**src/hw/rtl/infix_expression_evaluator_assert.svh**
```systemverilog
// Assertion macros for the expression evaluator.
// Expects clk and rst_n in the including module's scope.
`ifndef INFIX_EXPRESSION_EVALUATOR_ASSERT_SVH
`define INFIX_EXPRESSION_EVALUATOR_ASSERT_SVH

// Same-cycle implication, disabled while in reset.
`define IEE_ASSERT_IMP(label, ante, cons, msg) \
    label: assert property (@(posedge clk) disable iff (!rst_n) (ante) |-> (cons)) \
        else $error(msg);

// Next-cycle implication, disabled while in reset.
`define IEE_ASSERT_NEXT(label, ante, cons, msg) \
    label: assert property (@(posedge clk) disable iff (!rst_n) (ante) |=> (cons)) \
        else $error(msg);

`endif

```
**src/hw/rtl/iee_pkg.sv**
```systemverilog
// Shared types, codes and helpers for the infix expression evaluator.
// No dependencies.
package iee_pkg;

    localparam int FIX_W = 48;

    localparam logic signed [FIX_W-1:0] FIX_MAX = {1'b0, {(FIX_W-1){1'b1}}};
    localparam logic signed [FIX_W-1:0] FIX_MIN = {1'b1, {(FIX_W-1){1'b0}}};

    localparam logic [7:0] CH_PLUS   = 8'h2B;
    localparam logic [7:0] CH_MINUS  = 8'h2D;
    localparam logic [7:0] CH_TIMES  = 8'h2A;
    localparam logic [7:0] CH_DIVIDE = 8'h2F;
    localparam logic [7:0] CH_ZERO   = 8'h30;
    localparam logic [7:0] CH_NINE   = 8'h39;

    typedef enum logic [1:0] {
        OP_PLUS   = 2'd0,
        OP_MINUS  = 2'd1,
        OP_TIMES  = 2'd2,
        OP_DIVIDE = 2'd3
    } op_t;

    typedef enum logic [1:0] {
        STS_OK       = 2'd0,
        STS_DIVZERO  = 2'd1,
        STS_EMPTY    = 2'd2,
        STS_OVERFLOW = 2'd3
    } status_t;

    typedef enum logic [3:0] {
        S_IDLE = 4'b0001,
        S_RES  = 4'b0010,
        S_MD   = 4'b0100,
        S_FIN  = 4'b1000
    } state_t;

    // Command to the serial multiply/divide unit.
    typedef struct packed {
        logic start;
        logic is_div;
        logic neg;
    } md_cmd_t;

    // Response from the serial multiply/divide unit.
    typedef struct packed {
        logic done;
        logic ovf;
    } md_rsp_t;

    typedef struct packed {
        logic                    ovf;
        logic signed [FIX_W-1:0] value;
    } sat_t;

    // Keep the first error of an expression.
    function automatic status_t flag_err(status_t cur, status_t code);
        return (cur == STS_OK) ? code : cur;
    endfunction

    // Saturating 48-bit signed add.
    function automatic sat_t sat_add(logic signed [FIX_W-1:0] a,
                                     logic signed [FIX_W-1:0] b);
        logic signed [FIX_W:0] s;
        sat_t r;
        s       = {a[FIX_W-1], a} + {b[FIX_W-1], b};
        r.ovf   = s[FIX_W] != s[FIX_W-1];
        r.value = r.ovf ? (s[FIX_W] ? FIX_MIN : FIX_MAX) : s[FIX_W-1:0];
        return r;
    endfunction

endpackage

```
**src/hw/rtl/iee_muldiv.sv**
```systemverilog
// Bit-serial magnitude multiply (shift-add, saturating) and restoring divide.
// Depends on iee_pkg.
module iee_muldiv #(
    parameter int NUMBER_BITS = 32
) (
    input  logic                          clk,
    input  logic                          rst_n,
    input  iee_pkg::md_cmd_t              cmd,
    input  logic [iee_pkg::FIX_W-1:0]     mag,
    input  logic [NUMBER_BITS-1:0]        number,
    output iee_pkg::md_rsp_t              rsp,
    output logic [iee_pkg::FIX_W-1:0]     res_mag
);

    localparam int FW    = iee_pkg::FIX_W;
    localparam int CNT_W = $clog2(FW);
    localparam logic [FW+1:0] BOUND_POS = {3'b000, {(FW-1){1'b1}}};
    localparam logic [FW+1:0] BOUND_NEG = {3'b001, {(FW-1){1'b0}}};

    logic             busy_reg;
    logic             done_reg;
    logic             div_reg;
    logic             neg_reg;
    logic             ovf_reg;
    logic [CNT_W-1:0] cnt_reg;

    logic [FW-1:0]          opd_reg;   // multiplicand, or dividend shifting into quotient
    logic [NUMBER_BITS-1:0] num_reg;   // multiplier (shifts out MSB first) or divisor
    logic [FW-1:0]          prod_reg;
    logic [NUMBER_BITS-1:0] rem_reg;

    logic [FW+1:0]        mul_sum;
    logic                 mul_over;
    logic [NUMBER_BITS:0] div_trial;
    logic [NUMBER_BITS:0] div_diff;
    logic                 div_fit;

    // Partial product never exceeds the bound, so 2*p + mag fits in FW+2 bits.
    assign mul_sum   = {1'b0, prod_reg, 1'b0}
                     + (num_reg[NUMBER_BITS-1] ? {2'b00, opd_reg} : '0);
    assign mul_over  = mul_sum > (neg_reg ? BOUND_NEG : BOUND_POS);
    assign div_trial = {rem_reg, opd_reg[FW-1]};
    assign div_diff  = div_trial - {1'b0, num_reg};
    assign div_fit   = div_trial >= {1'b0, num_reg};

    always_ff @(posedge clk or negedge rst_n) begin
        if (!rst_n) begin
            busy_reg <= 1'b0;
            done_reg <= 1'b0;
            div_reg  <= 1'b0;
            neg_reg  <= 1'b0;
            ovf_reg  <= 1'b0;
            cnt_reg  <= '0;
        end
        else begin
            done_reg <= 1'b0;
            if (cmd.start) begin
                busy_reg <= 1'b1;
                div_reg  <= cmd.is_div;
                neg_reg  <= cmd.neg;
                ovf_reg  <= 1'b0;
                cnt_reg  <= cmd.is_div ? CNT_W'(FW - 1) : CNT_W'(NUMBER_BITS - 1);
            end
            else if (busy_reg) begin
                if (!div_reg && !ovf_reg && mul_over) begin
                    ovf_reg <= 1'b1;
                end
                if (cnt_reg == '0) begin
                    busy_reg <= 1'b0;
                    done_reg <= 1'b1;
                end
                else begin
                    cnt_reg <= cnt_reg - 1'b1;
                end
            end
        end
    end

    always_ff @(posedge clk) begin
        if (cmd.start) begin
            opd_reg  <= mag;
            num_reg  <= number;
            prod_reg <= '0;
            rem_reg  <= '0;
        end
        else if (busy_reg) begin
            if (div_reg) begin
                rem_reg <= div_fit ? div_diff[NUMBER_BITS-1:0] : div_trial[NUMBER_BITS-1:0];
                opd_reg <= {opd_reg[FW-2:0], div_fit};
            end
            else begin
                if (!ovf_reg && !mul_over) begin
                    prod_reg <= mul_sum[FW-1:0];
                end
                num_reg <= num_reg << 1;
            end
        end
    end

    assign rsp.done = done_reg;
    assign rsp.ovf  = ovf_reg;
    assign res_mag  = div_reg ? opd_reg : prod_reg;

endmodule

```
**src/hw/rtl/infix_expression_evaluator.sv**
```systemverilog
// Channel  | signals                                    | transaction
// ---------+--------------------------------------------+--------------------------------
// char     | char_valid, char_ready, char_code, last_char | one ASCII character in
// result   | result_valid, result_ready, result_value, status | one value per expression out
//
// A digit or an ignored character is taken in S_IDLE alone; + or - also passes through S_RES.
// * and / (but a divide by zero) also pass through S_RES and wait in S_MD on the bit-serial
// shift-add multiplier and the restoring divider (one bit per cycle).
// The last character of an expression also passes through S_RES and S_FIN to build the result.
// Reset (rst_n, asynchronous) clears the control state at once; there is no clearing pass.
// A result waiting on result_ready does not stop characters; only the next
// result does.
//
// Top level of the infix expression evaluator; uses iee_pkg and iee_muldiv,
// and assertion macros from infix_expression_evaluator_assert.svh.
`include "infix_expression_evaluator_assert.svh"

module infix_expression_evaluator #(
    parameter int FRAC_BITS   = 16,
    parameter int NUMBER_BITS = 32
) (
    input  logic                               clk,
    input  logic                               rst_n,
    input  logic                               char_valid,
    output logic                               char_ready,
    input  logic [7:0]                         char_code,
    input  logic                               last_char,
    output logic                               result_valid,
    input  logic                               result_ready,
    output logic signed [iee_pkg::FIX_W-1:0]   result_value,
    output logic [1:0]                         status
);

    localparam int FW    = iee_pkg::FIX_W;
    localparam int ACC_W = NUMBER_BITS + 4;

    // Expression state
    iee_pkg::state_t         state_reg, state_next;
    logic signed [FW-1:0]    sum_reg, sum_next;          // running sum of finished terms
    logic signed [FW-1:0]    term_reg, term_next;        // current product/quotient term
    logic [NUMBER_BITS-1:0]  acc_reg, acc_next;          // decimal number being built
    logic                    seen_reg, seen_next;        // a digit came since last resolve
    iee_pkg::op_t            pend_reg, pend_next;        // operator waiting for its operand
    logic                    started_reg, started_next;  // a term is open
    iee_pkg::status_t        err_reg, err_next;

    // Character that triggered the current resolve
    logic                    last_reg, last_next;
    iee_pkg::op_t            nop_reg, nop_next;
    logic                    nopv_reg, nopv_next;

    // Output register
    logic                    rv_reg, rv_next;
    logic signed [FW-1:0]    rval_reg, rval_next;
    iee_pkg::status_t        rsts_reg, rsts_next;

    // Character decode
    logic                    is_digit;
    logic                    is_op;
    iee_pkg::op_t            char_op;
    logic [3:0]              digit;

    // Digit accumulation: acc * 10 + digit, saturating at all ones
    logic [ACC_W-1:0]        acc_x10;
    logic                    acc_ovf;

    // Operand conversion and term magnitude
    logic                    fix_ovf;
    logic signed [FW-1:0]    fixed_val;
    logic [FW-1:0]           term_mag;
    logic signed [FW-1:0]    md_signed;
    iee_pkg::sat_t           sum_sat;
    iee_pkg::status_t        err_tmp;

    iee_pkg::md_cmd_t        md_cmd;
    iee_pkg::md_rsp_t        md_rsp;
    logic [FW-1:0]           md_mag;
    logic                    finish;

    assign is_digit = (char_code >= iee_pkg::CH_ZERO) && (char_code <= iee_pkg::CH_NINE);
    assign is_op    = (char_code == iee_pkg::CH_PLUS) || (char_code == iee_pkg::CH_MINUS)
                   || (char_code == iee_pkg::CH_TIMES) || (char_code == iee_pkg::CH_DIVIDE);
    assign digit    = 4'(char_code - iee_pkg::CH_ZERO);

    always_comb begin
        unique case (char_code)
            iee_pkg::CH_MINUS:  char_op = iee_pkg::OP_MINUS;
            iee_pkg::CH_TIMES:  char_op = iee_pkg::OP_TIMES;
            iee_pkg::CH_DIVIDE: char_op = iee_pkg::OP_DIVIDE;
            default:            char_op = iee_pkg::OP_PLUS;
        endcase
    end

    assign acc_x10 = ACC_W'({acc_reg, 3'b000}) + ACC_W'({acc_reg, 1'b0}) + ACC_W'(digit);
    assign acc_ovf = |acc_x10[ACC_W-1:NUMBER_BITS];

    // Operand fits the fixed-point format only below 2^(47-FRAC_BITS).
    assign fix_ovf   = |(acc_reg >> (FW - 1 - FRAC_BITS));
    assign fixed_val = fix_ovf ? iee_pkg::FIX_MAX : (FW'(acc_reg) << FRAC_BITS);

    assign term_mag  = term_reg[FW-1] ? unsigned'(-term_reg) : unsigned'(term_reg);
    assign md_signed = term_reg[FW-1] ? -signed'(md_mag) : signed'(md_mag);
    assign sum_sat   = iee_pkg::sat_add(sum_reg, term_reg);

    iee_muldiv #(
        .NUMBER_BITS (NUMBER_BITS)
    ) u_muldiv (
        .clk     (clk),
        .rst_n   (rst_n),
        .cmd     (md_cmd),
        .mag     (term_mag),
        .number  (acc_reg),
        .rsp     (md_rsp),
        .res_mag (md_mag)
    );

    always_comb begin
        state_next   = state_reg;
        sum_next     = sum_reg;
        term_next    = term_reg;
        acc_next     = acc_reg;
        seen_next    = seen_reg;
        pend_next    = pend_reg;
        started_next = started_reg;
        err_next     = err_reg;
        last_next    = last_reg;
        nop_next     = nop_reg;
        nopv_next    = nopv_reg;
        rv_next      = rv_reg;
        rval_next    = rval_reg;
        rsts_next    = rsts_reg;
        md_cmd       = '0;
        finish       = 1'b0;
        // Empty operand is flagged before anything the operator itself flags.
        err_tmp      = seen_reg ? err_reg : iee_pkg::flag_err(err_reg, iee_pkg::STS_EMPTY);

        if (rv_reg && result_ready) begin
            rv_next = 1'b0;
        end

        unique case (state_reg)
            iee_pkg::S_IDLE: begin
                if (char_valid) begin
                    if (is_digit) begin
                        acc_next  = acc_ovf ? '1 : acc_x10[NUMBER_BITS-1:0];
                        seen_next = 1'b1;
                        if (acc_ovf) begin
                            err_next = iee_pkg::flag_err(err_reg, iee_pkg::STS_OVERFLOW);
                        end
                    end
                    last_next = last_char;
                    nop_next  = char_op;
                    nopv_next = is_op;
                    if (is_op || last_char) begin
                        state_next = iee_pkg::S_RES;
                    end
                end
            end

            iee_pkg::S_RES: begin
                unique case (pend_reg) inside
                    iee_pkg::OP_PLUS, iee_pkg::OP_MINUS: begin
                        if (started_reg) begin
                            sum_next = sum_sat.value;
                            if (sum_sat.ovf) begin
                                err_tmp = iee_pkg::flag_err(err_tmp, iee_pkg::STS_OVERFLOW);
                            end
                        end
                        if (fix_ovf) begin
                            err_tmp = iee_pkg::flag_err(err_tmp, iee_pkg::STS_OVERFLOW);
                        end
                        term_next    = (pend_reg == iee_pkg::OP_MINUS) ? -fixed_val : fixed_val;
                        started_next = 1'b1;
                        finish       = 1'b1;
                    end
                    iee_pkg::OP_TIMES: begin
                        md_cmd.start  = 1'b1;
                        md_cmd.is_div = 1'b0;
                        md_cmd.neg    = term_reg[FW-1];
                        state_next    = iee_pkg::S_MD;
                    end
                    default: begin
                        if (acc_reg == '0) begin
                            // Divide by zero saturates toward the term's sign.
                            err_tmp = iee_pkg::flag_err(err_tmp, iee_pkg::STS_DIVZERO);
                            if (term_reg[FW-1]) begin
                                term_next = iee_pkg::FIX_MIN;
                            end
                            else if (term_reg != '0) begin
                                term_next = iee_pkg::FIX_MAX;
                            end
                            finish = 1'b1;
                        end
                        else begin
                            md_cmd.start  = 1'b1;
                            md_cmd.is_div = 1'b1;
                            md_cmd.neg    = term_reg[FW-1];
                            state_next    = iee_pkg::S_MD;
                        end
                    end
                endcase
                err_next = err_tmp;
            end

            iee_pkg::S_MD: begin
                if (md_rsp.done) begin
                    if (md_rsp.ovf) begin
                        err_next  = iee_pkg::flag_err(err_reg, iee_pkg::STS_OVERFLOW);
                        term_next = term_reg[FW-1] ? iee_pkg::FIX_MIN : iee_pkg::FIX_MAX;
                    end
                    else begin
                        term_next = md_signed;
                    end
                    finish = 1'b1;
                end
            end

            iee_pkg::S_FIN: begin
                // Wait for the output register to free up, then emit and restart.
                if (!rv_reg || result_ready) begin
                    rv_next      = 1'b1;
                    rval_next    = sum_sat.value;
                    rsts_next    = sum_sat.ovf
                                 ? iee_pkg::flag_err(err_reg, iee_pkg::STS_OVERFLOW)
                                 : err_reg;
                    sum_next     = '0;
                    term_next    = '0;
                    acc_next     = '0;
                    seen_next    = 1'b0;
                    pend_next    = iee_pkg::OP_PLUS;
                    started_next = 1'b0;
                    err_next     = iee_pkg::STS_OK;
                    state_next   = iee_pkg::S_IDLE;
                end
            end

            default: begin
                state_next = iee_pkg::S_IDLE;
            end
        endcase

        // Operand consumed: clear it and take up the new operator.
        if (finish) begin
            acc_next   = '0;
            seen_next  = 1'b0;
            if (nopv_reg) begin
                pend_next = nop_reg;
            end
            state_next = last_reg ? iee_pkg::S_FIN : iee_pkg::S_IDLE;
        end
    end

    always_ff @(posedge clk or negedge rst_n) begin
        if (!rst_n) begin
            state_reg   <= iee_pkg::S_IDLE;
            sum_reg     <= '0;
            term_reg    <= '0;
            acc_reg     <= '0;
            seen_reg    <= 1'b0;
            pend_reg    <= iee_pkg::OP_PLUS;
            started_reg <= 1'b0;
            err_reg     <= iee_pkg::STS_OK;
            last_reg    <= 1'b0;
            nop_reg     <= iee_pkg::OP_PLUS;
            nopv_reg    <= 1'b0;
            rv_reg      <= 1'b0;
        end
        else begin
            state_reg   <= state_next;
            sum_reg     <= sum_next;
            term_reg    <= term_next;
            acc_reg     <= acc_next;
            seen_reg    <= seen_next;
            pend_reg    <= pend_next;
            started_reg <= started_next;
            err_reg     <= err_next;
            last_reg    <= last_next;
            nop_reg     <= nop_next;
            nopv_reg    <= nopv_next;
            rv_reg      <= rv_next;
        end
    end

    always_ff @(posedge clk) begin
        rval_reg <= rval_next;
        rsts_reg <= rsts_next;
    end

    assign char_ready   = state_reg == iee_pkg::S_IDLE;
    assign result_valid = rv_reg;
    assign result_value = rval_reg;
    assign status       = rsts_reg;

    `IEE_ASSERT_IMP(a_md_done_in_md, md_rsp.done, state_reg == iee_pkg::S_MD, "muldiv done outside wait state")
    `IEE_ASSERT_IMP(a_md_start_op, md_cmd.start, (pend_reg == iee_pkg::OP_TIMES) || (pend_reg == iee_pkg::OP_DIVIDE), "muldiv started for plus or minus")
    `IEE_ASSERT_NEXT(a_md_start_wait, md_cmd.start, state_reg == iee_pkg::S_MD, "no wait after muldiv start")
    `IEE_ASSERT_IMP(a_acc_seen, acc_reg != '0, seen_reg, "number built without a digit")
    `IEE_ASSERT_IMP(a_result_from_fin, $rose(rv_reg), $past(state_reg) == iee_pkg::S_FIN, "result loaded outside final state")

endmodule

```
**config.mk**
```make
export PLATFORM = sky130hd
export DESIGN_NAME = infix_expression_evaluator
export DESIGN_NICKNAME = d
export VERILOG_FILES = /design/src/hw/rtl/iee_pkg.sv /design/src/hw/rtl/iee_muldiv.sv /design/src/hw/rtl/infix_expression_evaluator.sv
export VERILOG_INCLUDE_DIRS = /design/src /design/src/hw/rtl
export SDC_FILE = /design/constraint.sdc
export NUM_CORES = 1
export LEC_CHECK = 0
export ABC_AREA = 1
export BUFFER_PORTS_ARGS = -buffer_cell sky130_fd_sc_hd__buf_2
export CORE_MARGIN = 2
export CORE_UTILIZATION = 40
export DETAILED_ROUTE_END_ITERATION = 7
export PLACE_DENSITY_LB_ADDON = 0.2
export SYNTH_ARGS = -nofsm -noshare
export SYNTH_HDL_FRONTEND = slang
export SYNTH_HIERARCHICAL = 1
export SYNTH_SLANG_ARGS = --single-unit
```
**constraint.sdc**
```tcl
create_clock -name clk -period 5.6 [get_ports clk]
set_input_delay 0.84 -clock clk [delete_from_list [all_inputs] [get_ports clk]]
set_output_delay 0.84 -clock clk [all_outputs]
set_load 0.03 [all_outputs]
```
==> results.py, run 1 <==
metrics = {
    "timing": {
        "setup_violations": 0,
        "drv_slew": 0,
        "rsz0062_at_grt": "false",
        "fin_crit_ns": 5.234,
        "max_freq_ghz": 0.1911,
        "finClkSkew_ns": 0.03339,
        "finalWorstSetupSlack_ns": 0.3658,
        "fin_crit_sh_pct": 93.47,
        "setup_tns_ns": 0,
        "max_slew.worst_pin.slew_ns": 1.044,
        "finalHoldViolCount": 0,
        "timing.slew.headroom_pct": 30.35,
    },
    "clocking": {
        "clk_latency_ns": 0.61,
        "numCtsBuffers": 44,
        "root_buffer": "clkbuf_16",
        "clock_path_buffers": 3,
        "cts_sinks": 364,
        "cts_tree": "built",
        "clkTransAtPathRegs_ns": 0.06,
        "cts-htree-levels": 2,
    },
    "placed_design": {
        "gp_routability_congestion": 0.9341,
        "dpl.hpwl_um": 80880,
        "preCtsSetupSlack_ns": 0.4414,
        "port_buffers": 64,
    },
    "die": {
        "initial_core_util_pct": 40.41,
        "core_area_um2": 79000,
        "rows": 103,
        "fp.dieW_um": 286.5,
        "pin_count": 65,
        "die_height_um": 286.5,
        "die_area_um2": 82080,
    },
    "worst_setup_path": {
        "crit_buf_inv": 6,
        "critPathLaunch": "u_muldiv/num_reg[31]",
        "crit_family": "simple AND/OR/NAND/NOR gates",
        "cp.arrival_ns": 5.71,
        "critPathLaunchType": "flip-flop",
        "worstReg2RegStart": "u_muldiv/num_reg[31]",
        "critPathMaxStageDelay_ns": 0.51,
        "worstPathMaxFanout": 43,
        "worst_path_most_repeated_cell": "nand2_1",
        "regToRegSetupSlack_ns": 0.37,
        "cp.required_ns": 6.07,
        "cp_slowest_cell": "edfxtp_1",
        "ff2ff_path_depth": 29,
        "worstSetupPathType": "flip-flop to flip-flop",
        "reg2reg_to": "u_muldiv/prod_reg[31]",
        "end_kind": "flip-flop",
    },
    "route": {
        "avgViaCountPerCell": 5.270,
        "wl_met3_um": 5559,
        "postRouteAntennaNets": 0,
        "drcViolationCount": 0,
        "finalWirelength_um": 103000,
        "wl_met1_um": 46550,
        "vias": 30510,
        "drt-initial-drc-count": 2499,
        "post_drt_wl_per_cell_um": 17.78,
        "first_pass_iters": 8,
        "top_layer": "met4",
        "route.met2.wl_um": 47530,
    },
    "finish": {
        "area_growth_pct": 8.682,
        "antennaDiodeCount": 0,
        "n_fill_cell": 8390,
        "nets": 4966,
        "drive_above_1_share_pct": 7.637,
        "regArea_um2": 9364,
        "multi_input_area_um2": 19550,
    },
    "yosys": {
        "async_reset_ff_share_pct": 42.31,
        "yosysSeqAreaShare_pct": 29.32,
        "ys_ff_latch": 364,
        "synth_edf_count": 130,
        "synth_warnings": 6,
        "ys.flop_type": "dfrtp_1",
        "netlist_area_um2": 31920,
        "synth_nets": 4961,
        "syn_inst": 4699,
        "ys_types": 75,
        "syn-mean-instance-area_um2": 6.793,
    },
    "run": {
        "maxCapViolCount": 0,
    },
    "worst_hold_path": {
        "hold_path_class": "primary input to async pin",
    },
    "run_status": {
        "status": "finished, final reports clean",
    },
    "global_routing": {
        "globalRouteOverflowTotal": 0,
        "global_route.usage.total_pct": 24.67,
        "first_global_vias": 28930,
        "grt_max_degree": 155,
        "grt_first_pass_wirelength_um": 161200,
        "antenna_found_initial": 0,
    },
}
## cells by family after synthesis
kind of cell | count (synthesis) | share of synthesized area [%]
xor gates and xnor gates | 190 | 5.237
buffers and inverters | 755 | 9.552
AOI/OAI and AO/OA | 898 | 16.51
and+or+nand+nor | 2243 | 29.50
adders and majority gates | 249 | 9.878
DFF | 364 | 29.32
## routing by layer
metal | global-route usage (%) | up-vias
li1 | - | 15420
met1 | 33.84 | 14110
met2 | 40.57 | 817
met3 | 2.631 | 166
met4 | 7.945 | 0
met5 | 0 | -
## Yosys cell counts, types with 67 or more instances
master / count / area (µm²)
nand2_1: 1303 / 4891
inv_1: 592 / 2222
nor2_1: 511 / 1918
o21ai_0: 307 / 1536
a21oi_1: 262 / 1311
ha_1: 244 / 3053
nand3_1: 156 / 780.8
dfrtp_1: 153 / 3829
edfxtp_1: 130 / 3904
xor2_1: 128 / 1121
dfxtp_1: 80 / 1602
o21ai_1: 71 / 355.3
clkbuf_1: 67 / 251.5
## stage by stage
stage | area [µm²] | hold slack, ns | utilization (%) | instances
after floorplan | 31920 | 0.4435 | - | 4699
after CTS | 34690 | 0.4197 | 43.91 | 5790
after global routing | 34690 | 0.4433 | 43.91 | 5790
final | 34690 | 0.3356 | 43.91 | 5790
after detailed placement | 33130 | 0.4673 | 41.94 | 5708
after global placement | 33130 | 0.4635 | 41.94 | 5708
## how the worst max path moves through the flow
stage                       endpoint  slack [ns]  cells after the start
2_1_floorplan   u_muldiv/rem_reg[10]        1.07                     12
3_3_place_gp    u_muldiv/prod_reg[6]        0.44                     28
3_5_place_dp   u_muldiv/prod_reg[10]        0.44                     37
4_1_cts         u_muldiv/prod_reg[6]        0.39                     37
5_1_grt        u_muldiv/prod_reg[32]      0.0003                     37
6_report       u_muldiv/prod_reg[31]        0.37                     29
## layout by cell type, fill, tap and decap left out, types with 19 or more instances in the layout
cell type,Yosys,routed
a21o_1,19,19
a21oi_1,262,262
a21oi_2,24,24
a22o_1,19,19
a31oi_1,32,32
buf_2,34,63
buf_4,6,28
clkbuf_16,0,44
dfrtp_1,153,150
dfxtp_1,80,80
edfxtp_1,130,130
ha_1,244,244
inv_1,592,591
inv_2,19,20
nand2_1,1303,1302
nand2_2,29,30
nand3_1,156,156
nand4_1,44,44
nor2_1,511,508
nor2_2,31,32
nor3_1,65,65
nor4_1,35,35
o211ai_1,40,40
o21ai_0,307,305
o21ai_1,71,71
o21ai_2,22,22
o21bai_1,22,22
xnor2_1,61,61
xor2_1,128,128
## what timing repair did
action                                  4_1_cts  5_1_grt
buffers inserted                              0        0
resized for setup                             0        2
endpoints found under the setup margin        0       48
hold buffers                                  0        0
## final cells by class
type	instances	area share, %
multi-input combinational	3580	56.36
inverter	620	6.737
sequential	364	26.99
timing repair buffer	94	1.637
clock buffer	56	3.390
tap	1050	3.787
clock inverter	26	1.093
Power of run 1 is not shown: default switching activity piles up to over one toggle a cycle in this logic, so the estimate is an artifact.
==> run 2, diff against run 1 <==
--- a/config.mk
+++ b/config.mk
@@ -8,10 +8,12 @@
 export LEC_CHECK = 0
 export ABC_AREA = 1
 export BUFFER_PORTS_ARGS = -buffer_cell sky130_fd_sc_hd__buf_2
+export CORE_ASPECT_RATIO = 0.9
 export CORE_MARGIN = 2
 export CORE_UTILIZATION = 40
 export DETAILED_ROUTE_END_ITERATION = 7
 export PLACE_DENSITY_LB_ADDON = 0.2
+export SLEW_MARGIN = 25
 export SYNTH_ARGS = -nofsm -noshare
 export SYNTH_HDL_FRONTEND = slang
 export SYNTH_HIERARCHICAL = 1
==> results.py, run 2 (synthesis results as in run 1) <==
metrics = {
    "timing": {
        "max_slew.worst_pin.slew_ns": 0.9975,
        "rsz0062_at_grt": "false",
        "fin_crit_sh_pct": 92.31,
        "finalWorstSetupSlack_ns": 0.4306,
        "drv_slew": 0,
        "finalHoldViolCount": 0,
        "timing.slew.headroom_pct": 33.43,
        "finClkSkew_ns": 0.02962,
        "max_freq_ghz": 0.1934,
        "setup_tns_ns": 0,
        "fin_crit_ns": 5.169,
        "setup_violations": 0,
    },
    "die": {
        "pin_count": 65,
        "die_height_um": 272.0,
        "core_area_um2": 79210,
        "die_area_um2": 82080,
        "fp.dieW_um": 301.8,
        "rows": 98,
        "initial_core_util_pct": 40.30,
    },
    "finish": {
        "n_fill_cell": 8493,
        "finalInstanceArea_um2": 34640,
        "layout_commonest_cell": "nand2_1",
        "drive_above_1_share_pct": 7.660,
        "area_growth_pct": 8.510,
        "final_cell_mix": "1302 x nand2_1, 591 x inv_1, 508 x nor2_1",
        "antennaDiodeCount": 0,
        "layout.cells.non_filler": 5789,
        "nets": 4966,
    },
    "global_routing": {
        "grt_max_degree": 124,
        "first_global_vias": 28680,
        "use_met3_pct": 3.278,
        "globalRouteOverflowTotal": 0,
        "global_route.usage.total_pct": 24.77,
        "grt.busiest_layer": "met2",
        "met1_usage_pct": 34.67,
        "grt_first_pass_wirelength_um": 161100,
        "antenna_found_initial": 1,
        "use_met2_pct": 39.38,
    },
    "route": {
        "drt-initial-drc-count": 2591,
        "postRouteAntennaNets": 0,
        "finalWirelength_um": 103000,
        "drcViolationCount": 0,
        "post_drt_wl_per_cell_um": 17.80,
        "avgViaCountPerCell": 5.238,
        "vias": 30320,
        "first_pass_iters": 6,
    },
    "placed_design": {
        "gp_routability_congestion": 0.9495,
        "preCtsSetupSlack_ns": 0.4932,
        "dpl.hpwl_um": 80700,
        "post_dp_cell_area_um2": 33150,
        "place_inst": 5709,
        "port_buffers": 64,
    },
    "worst_setup_path": {
        "critPathMaxStageDelay_ns": 0.62,
        "worstSetupPathType": "flip-flop to flip-flop",
        "cp-endpoint": "u_muldiv/prod_reg[30]",
        "cp.required_ns": 6.12,
        "worstPathMaxFanout": 38,
        "end_kind": "flip-flop",
        "worstReg2RegStart": "u_muldiv/num_reg[31]",
        "regToRegSetupSlack_ns": 0.43,
        "cp_slowest_cell": "nor4_1",
        "critPathLaunch": "u_muldiv/num_reg[31]",
        "critPathLaunchType": "flip-flop",
        "reg2reg_to": "u_muldiv/prod_reg[30]",
        "cp.arrival_ns": 5.69,
        "worst_path_most_repeated_cell": "nand2_1",
        "ff2ff_path_depth": 28,
    },
    "clocking": {
        "clk_latency_ns": 0.59,
        "postCtsHoldBufs": 0,
        "clock_path_buffers": 3,
        "root_buffer": "clkbuf_16",
        "ctsResizeCount": 0,
        "numCtsBuffers": 43,
        "cts_sinks": 364,
        "cts-htree-levels": 2,
        "cts_tree": "built",
        "clkTransAtPathRegs_ns": 0.06,
        "cts_setup_buffers": 0,
    },
    "run_status": {
        "status": "finished, final reports clean",
    },
    "worst_hold_path": {
        "hold_path_class": "primary input to async pin",
    },
    "run": {
        "maxCapViolCount": 0,
    },
}
## run 2: metal layers
layer	vias to the layer above	wire, µm
li1	15410	-
met1	14020	48420
met2	728	45930
met3	162	5310
met4	0	3387
met5	-	0
## run 2: through the flow
step | hold slack, ns | utilization [%]
final | 0.1546 | 43.73
after global placement | 0.4578 | 41.85
after detailed placement | 0.4622 | 41.85
after CTS | 0.1284 | 43.73
after floorplan | 0.4435 | -
after global routing | 0.1481 | 43.73
## run 2: layout make-up
type                            instances  area, µm²  area share [%]
Inverter                              620       2337           6.748
Clock buffer                           53       1155           3.334
Sequential cell                       364       9364           27.03
Clock inverter                         27      329.1          0.9500
Tap cell                             1050       1314           3.793
Multi-Input combinational cell       3580      19550           56.45
Timing Repair Buffer                   95      584.3           1.687
## run 2: worst min path at each step
stage                         start              endpoint  slack, ns  depth (start not counted)
6_report                      rst_n           acc_reg[14]       0.15                          1
3_5_place_dp   u_muldiv/rem_reg[18]  u_muldiv/rem_reg[18]       0.46                          2
2_1_floorplan  u_muldiv/rem_reg[18]  u_muldiv/rem_reg[18]       0.44                          2
5_1_grt                       rst_n     u_muldiv/done_reg       0.15                          1
3_3_place_gp   u_muldiv/rem_reg[18]  u_muldiv/rem_reg[18]       0.46                          2
4_1_cts                       rst_n           acc_reg[29]       0.13                          1
## run 2: worst max-delay path: cells and delay by family, from the launching register on
kind            cells  cell delay [ns]
compound gates      3             0.75
buf+inv             6             0.85
simple gates       17             2.29
flops               1             0.53
fa+ha+maj           2             0.65
Power of run 2 is left out for the same reason.
